`config.mk`:
```
export PLATFORM = sky130hd
export DESIGN_NAME = spi_nor_page_crc32_reader
export DESIGN_NICKNAME = d
export VERILOG_FILES = /design/src/rtl/core/snpcr_pkg.sv /design/src/rtl/core/spi_nor_page_crc32_reader.sv
export SDC_FILE = /design/constraint.sdc
export NUM_CORES = 1
export LEC_CHECK = 0
export BUFFER_PORTS_ARGS = -buffer_cell sky130_fd_sc_hd__buf_2
export CAP_MARGIN = 20
export CORE_UTILIZATION = 60
export CTS_CLUSTER_SIZE = 8
export DETAILED_ROUTE_END_ITERATION = 10
export GPL_ROUTABILITY_DRIVEN = 0
export PLACE_DENSITY = 0.89
export SLEW_MARGIN = 10
export SYNTH_ARGS = -nofsm -noshare
export SYNTH_HDL_FRONTEND = slang
export SYNTH_SLANG_ARGS = --single-unit
```
`constraint.sdc`:
```
create_clock -name i_clk -period 7.45 [get_ports i_clk]
set_clock_uncertainty 0.2 [all_clocks]
set_input_delay 0.3725 -clock i_clk [delete_from_list [all_inputs] [get_ports i_clk]]
set_output_delay 0.3725 -clock i_clk [all_outputs]
set_load 0.1 [all_outputs]
```
`src/rtl/core/snpcr_pkg.sv`:
```
`default_nettype none

package snpcr_pkg;

    localparam int unsigned ADDR_BITS  = 24;
    localparam int unsigned LEN_BITS   = 17;
    localparam int unsigned CRC_BITS   = 32;
    localparam int unsigned BYTE_BITS  = 8;

    localparam logic [LEN_BITS-1:0]  MAX_LEN       = 17'h10000;
    localparam logic [LEN_BITS-1:0]  PAGE_RESET    = 17'd4096;
    localparam logic [LEN_BITS-1:0]  CHUNK_RESET   = 17'd128;
    localparam logic [CRC_BITS-1:0]  CRC_POLY_REFL = 32'hEDB88320;
    localparam logic [CRC_BITS-1:0]  CRC_INIT      = 32'hFFFFFFFF;
    localparam logic [CRC_BITS-1:0]  CRC_XOROUT    = 32'hFFFFFFFF;
    localparam logic [BYTE_BITS-1:0] CMD_READ      = 8'h03;
    localparam logic [BYTE_BITS-1:0] DUMMY_BYTE    = 8'hFF;

    // Configuration register indexes.
    localparam logic CFG_PAGE_BYTES  = 1'b0;
    localparam logic CFG_CHUNK_BYTES = 1'b1;

    typedef enum logic {
        OP_START = 1'b0,
        OP_RX    = 1'b1
    } t_opcode;

    typedef enum logic [1:0] {
        ACT_XCHG    = 2'd0,
        ACT_CS_HIGH = 2'd1,
        ACT_DONE    = 2'd2
    } t_action;

    typedef struct packed {
        logic                 opcode;
        logic [ADDR_BITS-1:0] page_address;
        logic [BYTE_BITS-1:0] rx_byte;
    } t_in_item;

    typedef struct packed {
        logic [1:0]           action;
        logic [BYTE_BITS-1:0] tx_byte;
        logic [CRC_BITS-1:0]  crc_result;
        logic                 last;
    } t_out_item;

    // Reflected CRC-32 update for one byte, LSB first.
    function automatic logic [CRC_BITS-1:0] crc_byte(
        input logic [CRC_BITS-1:0]  crc_in,
        input logic [BYTE_BITS-1:0] data
    );
        logic [CRC_BITS-1:0] c;
        c = crc_in ^ {24'd0, data};
        for (int k = 0; k < BYTE_BITS; k++) begin
            if (c[0]) begin
                c = (c >> 1) ^ CRC_POLY_REFL;
            end else begin
                c = c >> 1;
            end
        end
        return c;
    endfunction

    // Zero reads as one, anything above the maximum length saturates.
    function automatic logic [LEN_BITS-1:0] clamp_len(input logic [LEN_BITS-1:0] v);
        logic [LEN_BITS-1:0] r;
        if (v == '0) begin
            r = {{(LEN_BITS-1){1'b0}}, 1'b1};
        end else if (v > MAX_LEN) begin
            r = MAX_LEN;
        end else begin
            r = v;
        end
        return r;
    endfunction

endpackage

`default_nettype wire

```
`src/rtl/core/spi_nor_page_crc32_reader.sv`:
```
`default_nettype none

// Channel   Direction  Handshake                   Payload
// -------   ---------  --------------------------  ------------------------------
// request   in         i_in_valid / o_in_ready     i_in_item  (snpcr_pkg::t_in_item)
// result    out        o_out_valid / i_out_ready   o_out_item (snpcr_pkg::t_out_item)
// config    in         i_cfg_we (no wait)          i_cfg_index, i_cfg_wdata
//
// Each request is handled in the cycle it is accepted: the sequencer state is updated
// and the results it causes (none, one or two) go into a four-entry result queue.
// A new request is taken every cycle while the queue has two free entries. A request
// that causes two results (a chunk end) writes both at once, and they leave the result
// port one after the other. Results are registered in the queue and appear once the
// entries ahead of them have left. Reset (synchronous, active low) empties the queue,
// returns the sequencer to idle and loads the default page and chunk lengths.
module spi_nor_page_crc32_reader (
    input  wire                   i_clk,
    input  wire                   i_rst_n,

    input  wire                   i_in_valid,
    output logic                  o_in_ready,
    input  snpcr_pkg::t_in_item   i_in_item,

    output logic                  o_out_valid,
    input  wire                   i_out_ready,
    output snpcr_pkg::t_out_item  o_out_item,

    input  wire                   i_cfg_we,
    input  wire                   i_cfg_index,
    input  wire [snpcr_pkg::LEN_BITS-1:0] i_cfg_wdata
);

    // Sequencer phases. The read command is sent on entry to the header phase, which
    // covers the three address bytes and one dummy exchange; the data phase the rest.
    typedef enum logic [2:0] {
        PH_IDLE   = 3'b001,
        PH_HEADER = 3'b010,
        PH_DATA   = 3'b100
    } t_phase;

    localparam int unsigned QDEPTH = 4;
    localparam int unsigned QPTR   = 2;
    localparam int unsigned QCNT   = 3;

    // Configuration, stored already clamped to the legal range.
    logic [snpcr_pkg::LEN_BITS-1:0]  r_page_bytes;
    logic [snpcr_pkg::LEN_BITS-1:0]  r_chunk_bytes;

    // Sequencer state.
    t_phase                          r_phase,      n_phase;
    logic [snpcr_pkg::ADDR_BITS-1:0] r_base,       n_base;
    logic [snpcr_pkg::LEN_BITS-1:0]  r_offset,     n_offset;
    logic [snpcr_pkg::LEN_BITS-1:0]  r_chunk_rem,  n_chunk_rem;
    logic [1:0]                      r_hdr_idx,    n_hdr_idx;
    logic [snpcr_pkg::CRC_BITS-1:0]  r_crc,        n_crc;

    // Result queue.
    snpcr_pkg::t_out_item            r_queue [QDEPTH];
    logic [QPTR-1:0]                 r_wr_ptr;
    logic [QPTR-1:0]                 r_rd_ptr;
    logic [QCNT-1:0]                 r_count;

    logic                            in_fire;
    logic                            out_fire;
    logic [1:0]                      push_cnt;
    snpcr_pkg::t_out_item            res0;
    snpcr_pkg::t_out_item            res1;

    logic [snpcr_pkg::ADDR_BITS-1:0] flash_addr;
    logic [snpcr_pkg::CRC_BITS-1:0]  crc_upd;
    logic [snpcr_pkg::LEN_BITS-1:0]  off_inc;
    logic [snpcr_pkg::LEN_BITS-1:0]  rem_dec;
    logic [snpcr_pkg::LEN_BITS-1:0]  left_bytes;

    // The queue must hold both results of a chunk end, so two free entries are needed.
    assign o_in_ready  = (r_count <= QCNT'(QDEPTH - 2));
    assign in_fire     = i_in_valid && o_in_ready;
    assign o_out_valid = (r_count != '0);
    assign o_out_item  = r_queue[r_rd_ptr];
    assign out_fire    = o_out_valid && i_out_ready;

    // Address of the current chunk, wrapped to the flash address width.
    assign flash_addr = r_base + snpcr_pkg::ADDR_BITS'(r_offset);
    assign crc_upd    = snpcr_pkg::crc_byte(r_crc, i_in_item.rx_byte);
    assign off_inc    = (r_offset < snpcr_pkg::MAX_LEN) ? r_offset + 1'b1 : r_offset;
    assign rem_dec    = (r_chunk_rem != '0) ? r_chunk_rem - 1'b1 : r_chunk_rem;
    assign left_bytes = (off_inc < r_page_bytes) ? r_page_bytes - off_inc
                                                 : {{(snpcr_pkg::LEN_BITS-1){1'b0}}, 1'b1};

    always_comb begin
        n_phase     = r_phase;
        n_base      = r_base;
        n_offset    = r_offset;
        n_chunk_rem = r_chunk_rem;
        n_hdr_idx   = r_hdr_idx;
        n_crc       = r_crc;
        push_cnt    = 2'd0;
        res0        = '{action: snpcr_pkg::ACT_XCHG, tx_byte: snpcr_pkg::CMD_READ,
                        crc_result: '0, last: 1'b1};
        res1        = '{action: snpcr_pkg::ACT_XCHG, tx_byte: snpcr_pkg::CMD_READ,
                        crc_result: '0, last: 1'b1};

        if (in_fire) begin
            if (i_in_item.opcode == snpcr_pkg::OP_START) begin
                // A start while a page is in progress is dropped.
                if (r_phase == PH_IDLE) begin
                    n_base      = i_in_item.page_address;
                    n_offset    = '0;
                    n_crc       = snpcr_pkg::CRC_INIT;
                    n_chunk_rem = (r_page_bytes < r_chunk_bytes) ? r_page_bytes
                                                                 : r_chunk_bytes;
                    n_hdr_idx   = 2'd0;
                    n_phase     = PH_HEADER;
                    push_cnt    = 2'd1;
                end
            end else begin
                case (r_phase)
                    PH_HEADER: begin
                        push_cnt = 2'd1;
                        case (r_hdr_idx)
                            2'd0: begin
                                res0.tx_byte = flash_addr[23:16];
                            end
                            2'd1: begin
                                res0.tx_byte = flash_addr[15:8];
                            end
                            2'd2: begin
                                res0.tx_byte = flash_addr[7:0];
                            end
                            default: begin
                                res0.tx_byte = snpcr_pkg::DUMMY_BYTE;
                            end
                        endcase
                        if (r_hdr_idx == 2'd3) begin
                            n_phase = PH_DATA;
                        end else begin
                            n_hdr_idx = r_hdr_idx + 2'd1;
                        end
                    end
                    PH_DATA: begin
                        n_crc       = crc_upd;
                        n_offset    = off_inc;
                        n_chunk_rem = rem_dec;
                        if (rem_dec != '0) begin
                            push_cnt     = 2'd1;
                            res0.tx_byte = snpcr_pkg::DUMMY_BYTE;
                        end else begin
                            // Chunk end: raise chip select, then finish or reopen.
                            push_cnt = 2'd2;
                            res0     = '{action: snpcr_pkg::ACT_CS_HIGH, tx_byte: '0,
                                         crc_result: '0, last: 1'b0};
                            n_hdr_idx = 2'd0;
                            if (off_inc >= r_page_bytes) begin
                                res1    = '{action: snpcr_pkg::ACT_DONE, tx_byte: '0,
                                            crc_result: crc_upd ^ snpcr_pkg::CRC_XOROUT,
                                            last: 1'b1};
                                n_phase = PH_IDLE;
                            end else begin
                                n_chunk_rem = (left_bytes < r_chunk_bytes) ? left_bytes
                                                                           : r_chunk_bytes;
                                n_phase     = PH_HEADER;
                            end
                        end
                    end
                    default: begin
                        // Received bytes while idle are dropped.
                        n_phase = PH_IDLE;
                    end
                endcase
            end
        end
    end

    always_ff @(posedge i_clk) begin
        if (!i_rst_n) begin
            r_page_bytes  <= snpcr_pkg::PAGE_RESET;
            r_chunk_bytes <= snpcr_pkg::CHUNK_RESET;
            r_phase       <= PH_IDLE;
            r_base        <= '0;
            r_offset      <= '0;
            r_chunk_rem   <= '0;
            r_hdr_idx     <= 2'd0;
            r_crc         <= snpcr_pkg::CRC_INIT;
            r_wr_ptr      <= '0;
            r_rd_ptr      <= '0;
            r_count       <= '0;
        end else begin
            if (i_cfg_we) begin
                if (i_cfg_index == snpcr_pkg::CFG_PAGE_BYTES) begin
                    r_page_bytes <= snpcr_pkg::clamp_len(i_cfg_wdata);
                end else begin
                    r_chunk_bytes <= snpcr_pkg::clamp_len(i_cfg_wdata);
                end
            end
            r_phase     <= n_phase;
            r_base      <= n_base;
            r_offset    <= n_offset;
            r_chunk_rem <= n_chunk_rem;
            r_hdr_idx   <= n_hdr_idx;
            r_crc       <= n_crc;
            r_wr_ptr    <= r_wr_ptr + QPTR'(push_cnt);
            if (out_fire) begin
                r_rd_ptr <= r_rd_ptr + 1'b1;
            end
            r_count <= r_count + QCNT'(push_cnt) - QCNT'(out_fire);
        end
    end

    // Queue entries carry payload only and need no reset.
    always_ff @(posedge i_clk) begin
        if (push_cnt != 2'd0) begin
            r_queue[r_wr_ptr] <= res0;
        end
        if (push_cnt == 2'd2) begin
            r_queue[r_wr_ptr + 1'b1] <= res1;
        end
    end

endmodule

`default_nettype wire

```
# == Word level (Yosys, flattened, before mapping) ==
# Memories as Yosys holds them, arrays and structs flattened. A register that Yosys moved wholly into a read port is not among the register bits.
# Cells that the tools add are included.
# word_totals
reg_bits,136
output_inout_bits,45
ram_bits,172
mem_count,1
# mem_list
memory,words,width,rd,rd_clocked_by_memory_dff,wr,line_no,text
r_queue,4,43,1,1,2,spi_nor_page_crc32_reader.sv:58,snpcr_pkg::t_out_item r_queue [QDEPTH];
# op_classes
n_eq_ne,12
magnitude_cmp,7
n_bitwise,12
n_reduce_logical,15
n_mux,62
addsub,10
# ops
operator,n
$mux 32,11
$mux 43,7
$mux 17,15
$not 13->14,8
$lt 17x17->1,3
$reduce_bool 17->1,2
$not 32->32,1
$xor 32x8->32,1
$add 24x17->24,1
$pmux 8 s3,1
$mux 2,11
$add 17x1->17 const B,1
$ge 17x17->1,1
$gt 17x17->1 const B,1
$logic_not 17->1,1
$lt 17x17->1 const B,1
$sub 17x1->17 const B,1
$sub 17x17->17,1
$pmux 8 s2,1
$mux 3,4
$ne 3x3->1 const B,3
$mux 1,8
$mux 8,1
$pmux 2 s2,2
22 further kinds,31

# == Longest topological paths before layout ==
# logic_depth
word_depth,23
ltp_mapped,28
ltp_nobuf,23

# == Worst setup path after synthesis ==
# No wires, ideal clock.
# synth_path
kind,flip-flop to flip-flop
startpoint,register r_offset[16] (netlist bit)
endpoint,register r_chunk_rem[1] (netlist bit)
period_less_slack_ns,6.460
path_buffers,7
t_arrival_ns,6.138
path_slack_ns,0.990
setup_time_ns,0.122
required_ns,7.128
stages_incl_launch_ff,27
path_cell_list,dfxtp_1 -> clkbuf_1 -> nand4b_1 -> or2_2 -> clkbuf_1 -> xor2_1 -> ha_1 -> and3_1 -> a221o_1 -> a21o_1 -> o211a_1 -> nor2_1 -> buf_2 -> clkbuf_1 -> clkbuf_1 -> nor2_1 -> ha_1 -> a21oi_1 -> o21ai_0 -> a22o_1 -> a2111oi_0 -> a21o_1 -> clkbuf_1 -> buf_1 -> mux2i_1 -> nor2_1 -> a2bb2oi_1
# synth_between
elab_chain_cells,10
word_cells_on_any_way,13
classes_between,2 x add/sub; 4 x order compare; 7 x mux
# synth_lines
item,line_no,text
from (decl),spi_nor_page_crc32_reader.sv:52,"logic [snpcr_pkg::LEN_BITS-1:0] r_offset, n_offset;"
from (signal assigned),spi_nor_page_crc32_reader.sv:197,r_offset <= n_offset;
$add 17x1->17 or $lt 17x17->1 (tied branches),spi_nor_page_crc32_reader.sv:85,assign off_inc = (r_offset < snpcr_pkg::MAX_LEN) ? r_offset + 1'b1 : r_offset;
$mux 17 *,spi_nor_page_crc32_reader.sv:85,
$sub 17x17->17 or $lt 17x17->1 (tied branches),spi_nor_page_crc32_reader.sv:87,assign left_bytes = (off_inc < r_page_bytes) ? r_page_bytes - off_inc
$mux 17,spi_nor_page_crc32_reader.sv:87,
$lt 17x17->1,spi_nor_page_crc32_reader.sv:159,n_chunk_rem = (left_bytes < r_chunk_bytes) ? left_bytes
$mux 17,spi_nor_page_crc32_reader.sv:159,
$mux 17 *,spi_nor_page_crc32_reader.sv:153,if (off_inc >= r_page_bytes) begin
$mux 17 *,spi_nor_page_crc32_reader.sv:144,if (rem_dec != '0) begin
$mux 17 *,spi_nor_page_crc32_reader.sv:117,case (r_phase)
$mux 17 *,spi_nor_page_crc32_reader.sv:104,if (i_in_item.opcode == snpcr_pkg::OP_START) begin
to (signal assigned),spi_nor_page_crc32_reader.sv:198,r_chunk_rem <= n_chunk_rem;
to (decl),spi_nor_page_crc32_reader.sv:53,"logic [snpcr_pkg::LEN_BITS-1:0] r_chunk_rem, n_chunk_rem;"
# Every way passes the cells marked *; elsewhere a longest branch is shown, timed or not. The select of a mux whose other input is x is not followed.
# A chain may end at the register's enable or synchronous reset.

# == Worst setup path in the final report ==
# layout_path
startpoint,register r_offset[16] (netlist bit)
endpoint,register r_chunk_rem[7] (netlist bit)
# Same word-level chain as after synthesis.

==> impl_metrics.py <==
metrics = {
    "critical_path": {
        "crit_arrival_ps": 6990,
        "crit_fanout": 19,
        "crit_path_end_kind": "flop",
        "worst_r2r_endpoint": "r_chunk_rem[7]$_SDFFE_PN0P_",
        "critPathRequiredTime_ps": 7690,
        "worst-r2r-cell-count": 19,
        "worstSetupPathType": "reg2reg",
        "ff2ff_setup_slack_ps": 700,
        "timing.rr.start": "r_offset[16]$_SDFFE_PN0P_",
        "start_kind": "flop",
    },
    "timing": {
        "hold_viol": 0,
        "post-route-period-util_pct": 90.6,
        "rsz0062_at_grt": "no",
        "min_period_ps": 6750,
        "finalMaxSlewViolations": 0,
        "setup-tns-final_ps": 0,
        "setup_viol": 0,
        "relSlewSlack_pct": 38.3,
        "worstMarginPinSlew_ps": 919,
        "fmax_ghz": 0.148,
    },
    "power": {
        "power.density_nw_per_um2": 314,
        "finalPower_uw": 6260,
        "cellLeakagePower_uw": 0.00757,
        "irDropWorstVdd_mv": 0.195,
    },
    "grt": {
        "first_global_vias": 14871,
        "grt_overflow_total": 0,
        "grt_pass1_wl_um": 77300,
        "grt_usage_pct": 32.1,
        "antenna_found_initial": 1,
        "grt_max_degree": 92,
    },
    "cts": {
        "htreeDepth": 2,
        "clk_pin_slew_ps": 60,
        "cts_setup_buffers": 0,
        "cts_buffer_depth": 3,
        "hold_buffers": 39,
        "numClockSinks": 310,
        "root_buffer": "clkbuf_16",
        "cts_resized": 0,
        "clk_latency_ps": 550,
        "cts_buffers": 44,
        "cts_tree": "built",
    },
    "logic_synthesis": {
        "synth-seq-area-share_pct": 43.2,
        "syn_area_per_cell_um2": 9.46,
        "ys_types": 82,
        "synth_top_area_share_pct": 23.9,
        "syn_area_um2": 17600,
        "synth_edf_count": 140,
        "async_flop_share_pct": 0,
        "ys_top_cells_by_area": "edfxtp_1 (24%), dfxtp_1 (19%), nand2_1 (6.3%)",
        "syn_inst": 1863,
        "syn-num-nets": 1999,
        "synth_warnings": 0,
        "synthFlopType": "dfxtp_1",
        "ys_ff_latch": 310,
        "synth_top_cell_by_area": "edfxtp_1",
    },
    "status": {
        "run_status": "completed",
    },
    "finish": {
        "nets": 2093,
        "fillers": 1974,
        "drive_gt1_share_pct": 13.9,
        "area_growth_pct": 13.3,
        "stdcell_area_um2": 20000,
    },
    "die": {
        "start_util_pct": 61.2,
        "pin_count": 101,
        "die_area_um2": 30100,
        "fp.dieW_um": 173,
        "die_h_um": 173,
        "core_area_um2": 28800,
        "rows": 62,
    },
    "placement": {
        "place_area_um2": 18300,
        "portBuffers": 100,
        "dpl.hpwl_um": 31500,
    },
    "job": {
        "cap_viol_max_count": 0,
    },
    "drt": {
        "wl_um": 48800,
        "wire_per_inst_um": 20.6,
        "dr.pass1.iters": 6,
        "viasPerCell": 6.46,
        "antenna_left": 0,
        "drc": 0,
        "drt_first_iter_violations": 1852,
        "routed-via-count": 15289,
    },
    "min_path": {
        "hold_path_depth": 4,
        "holdPathEnd": "r_page_bytes[3]$_SDFFE_PN0P_",
        "hold_path.startpoint": "i_cfg_wdata[3]",
        "min_path_type": "in2reg",
    },
}
-- cell usage in the layout, fill, tap and decap left out, types with 45 or more instances in the layout --
master and instances:
a21boi_0 59, a21oi_1 58, buf_2 99, clkbuf_16 45, dfxtp_1 168, edfxtp_1 140, ha_1 77, inv_1 45
nand2_1 295, nand3_1 91, nor2_1 177, o21ai_0 75, xnor2_1 77
-- synth_stat cells, types with 14 or more instances --
cell	count
nand2_1	295
mux4_2	43
xnor2_1	77
clkbuf_1	88
and2_1	31
inv_1	45
nor3_1	28
a22o_1	14
a21oi_1	58
nand3_1	92
dfxtp_1	170
a21boi_0	59
nor2_1	179
a211oi_1	15
nor2_2	30
edfxtp_1	140
a21o_1	19
ha_1	77
o211ai_1	15
mux2i_1	25
xor2_1	44
nand4_1	18
o21ai_0	75
-- critical path: stages (launching register included) --
cell and delay, ps:
dfxtp_1 420, nand4b_1 370, or2_2 450, xor2_1 170, ha_1 350, and3_1 190, a221o_1 360, a21o_1 200
o211a_1 230, nor2_2 500, nor2_1 120, ha_1 340, a21oi_1 190, o21ai_0 120, a22o_1 240, a2111oi_0 640
a21o_1 730, mux2i_1 200, a211o_1 340, a32o_1 260
-- sequential cells by signal, indices dropped and copies added, names as in the netlist, 3 cells and up, named ones only --
| name | count |
|---|---|
| r_count | 3 |
| r_phase | 3 |
| r_chunk_bytes | 17 |
| r_crc | 32 |
| r_base | 24 |
| r_chunk_rem | 17 |
| r_offset | 17 |
| r_page_bytes | 17 |
| r_queue | 172 |
-- layer usage --
metal	wire, um	up-vias	track usage, %
li1	-	6862	-
met2	23800	1015	55.0
met4	2620	0	16.6
met1	18000	7189	39.1
met3	4420	223	4.85
met5	0	-	0
-- worst max-delay path by stage --
| stage | cells after the start | from | slack [ps] | to |
|---|---|---|---|---|
| 2_1_floorplan | 26 | r_offset[16]$_SDFFE_PN0P_ | 990 | r_chunk_rem[1]$_SDFFE_PN0P_ |
| 3_3_place_gp | 19 | r_offset[16]$_SDFFE_PN0P_ | 1370 | r_chunk_rem[7]$_SDFFE_PN0P_ |
| 4_1_cts | 19 | r_offset[16]$_SDFFE_PN0P_ | 940 | r_chunk_rem[7]$_SDFFE_PN0P_ |
| 3_5_place_dp | 19 | r_offset[16]$_SDFFE_PN0P_ | 950 | r_chunk_rem[7]$_SDFFE_PN0P_ |
| 6_report | 19 | r_offset[16]$_SDFFE_PN0P_ | 700 | r_chunk_rem[7]$_SDFFE_PN0P_ |
| 5_1_grt | 20 | r_offset[16]$_SDFFE_PN0P_ | 530 | r_chunk_rem[7]$_SDFFE_PN0P_ |
-- power breakdown --
part	leakage (uW)	internal (uW)	switching [uW]
registers	0.00259	1890	99.3
clock network	0.000610	1130	746
logic	0.00437	743	1660
-- area by class of cell --
type	instances	area, um^2	area share, %
Tap cell	384	480	2.41
Sequential cell	310	7610	38.1
Clock inverter	2	40.0	0.200
Clock buffer	70	1230	6.16
Inverter	48	183	0.915
Multi-Input combinational cell	1398	9400	47.1
Timing Repair Buffer	155	1020	5.11
Antenna cell	1	2.50	0.0125
-- kinds of logic after synthesis --
logic type,count (synthesis),synth area share [%]
buffers and inverters,155,3.61
adder cells (fa/ha/maj),80,5.81
flip-flops,310,43.2
multiplexers,70,7.04
XOR/XNOR,121,6.01
AND/OR/NAND/NOR,764,20.2
AO/OA/AOI/OAI,363,14.1
-- per-stage QoR --
stage,hold WS (ps),worst slack [ps],cells,utilization (%)
5_1_grt,64.0,525,2368,69.4
3_5_place_dp,238,949,2255,63.6
3_3_place_gp,226,1370,2255,63.6
2_1_floorplan,218,990,1863,-
4_1_cts,28.7,939,2366,69.3
6_report,49.2,700,2368,69.4
No activity file was read; power rests on OpenSTA's default activity.
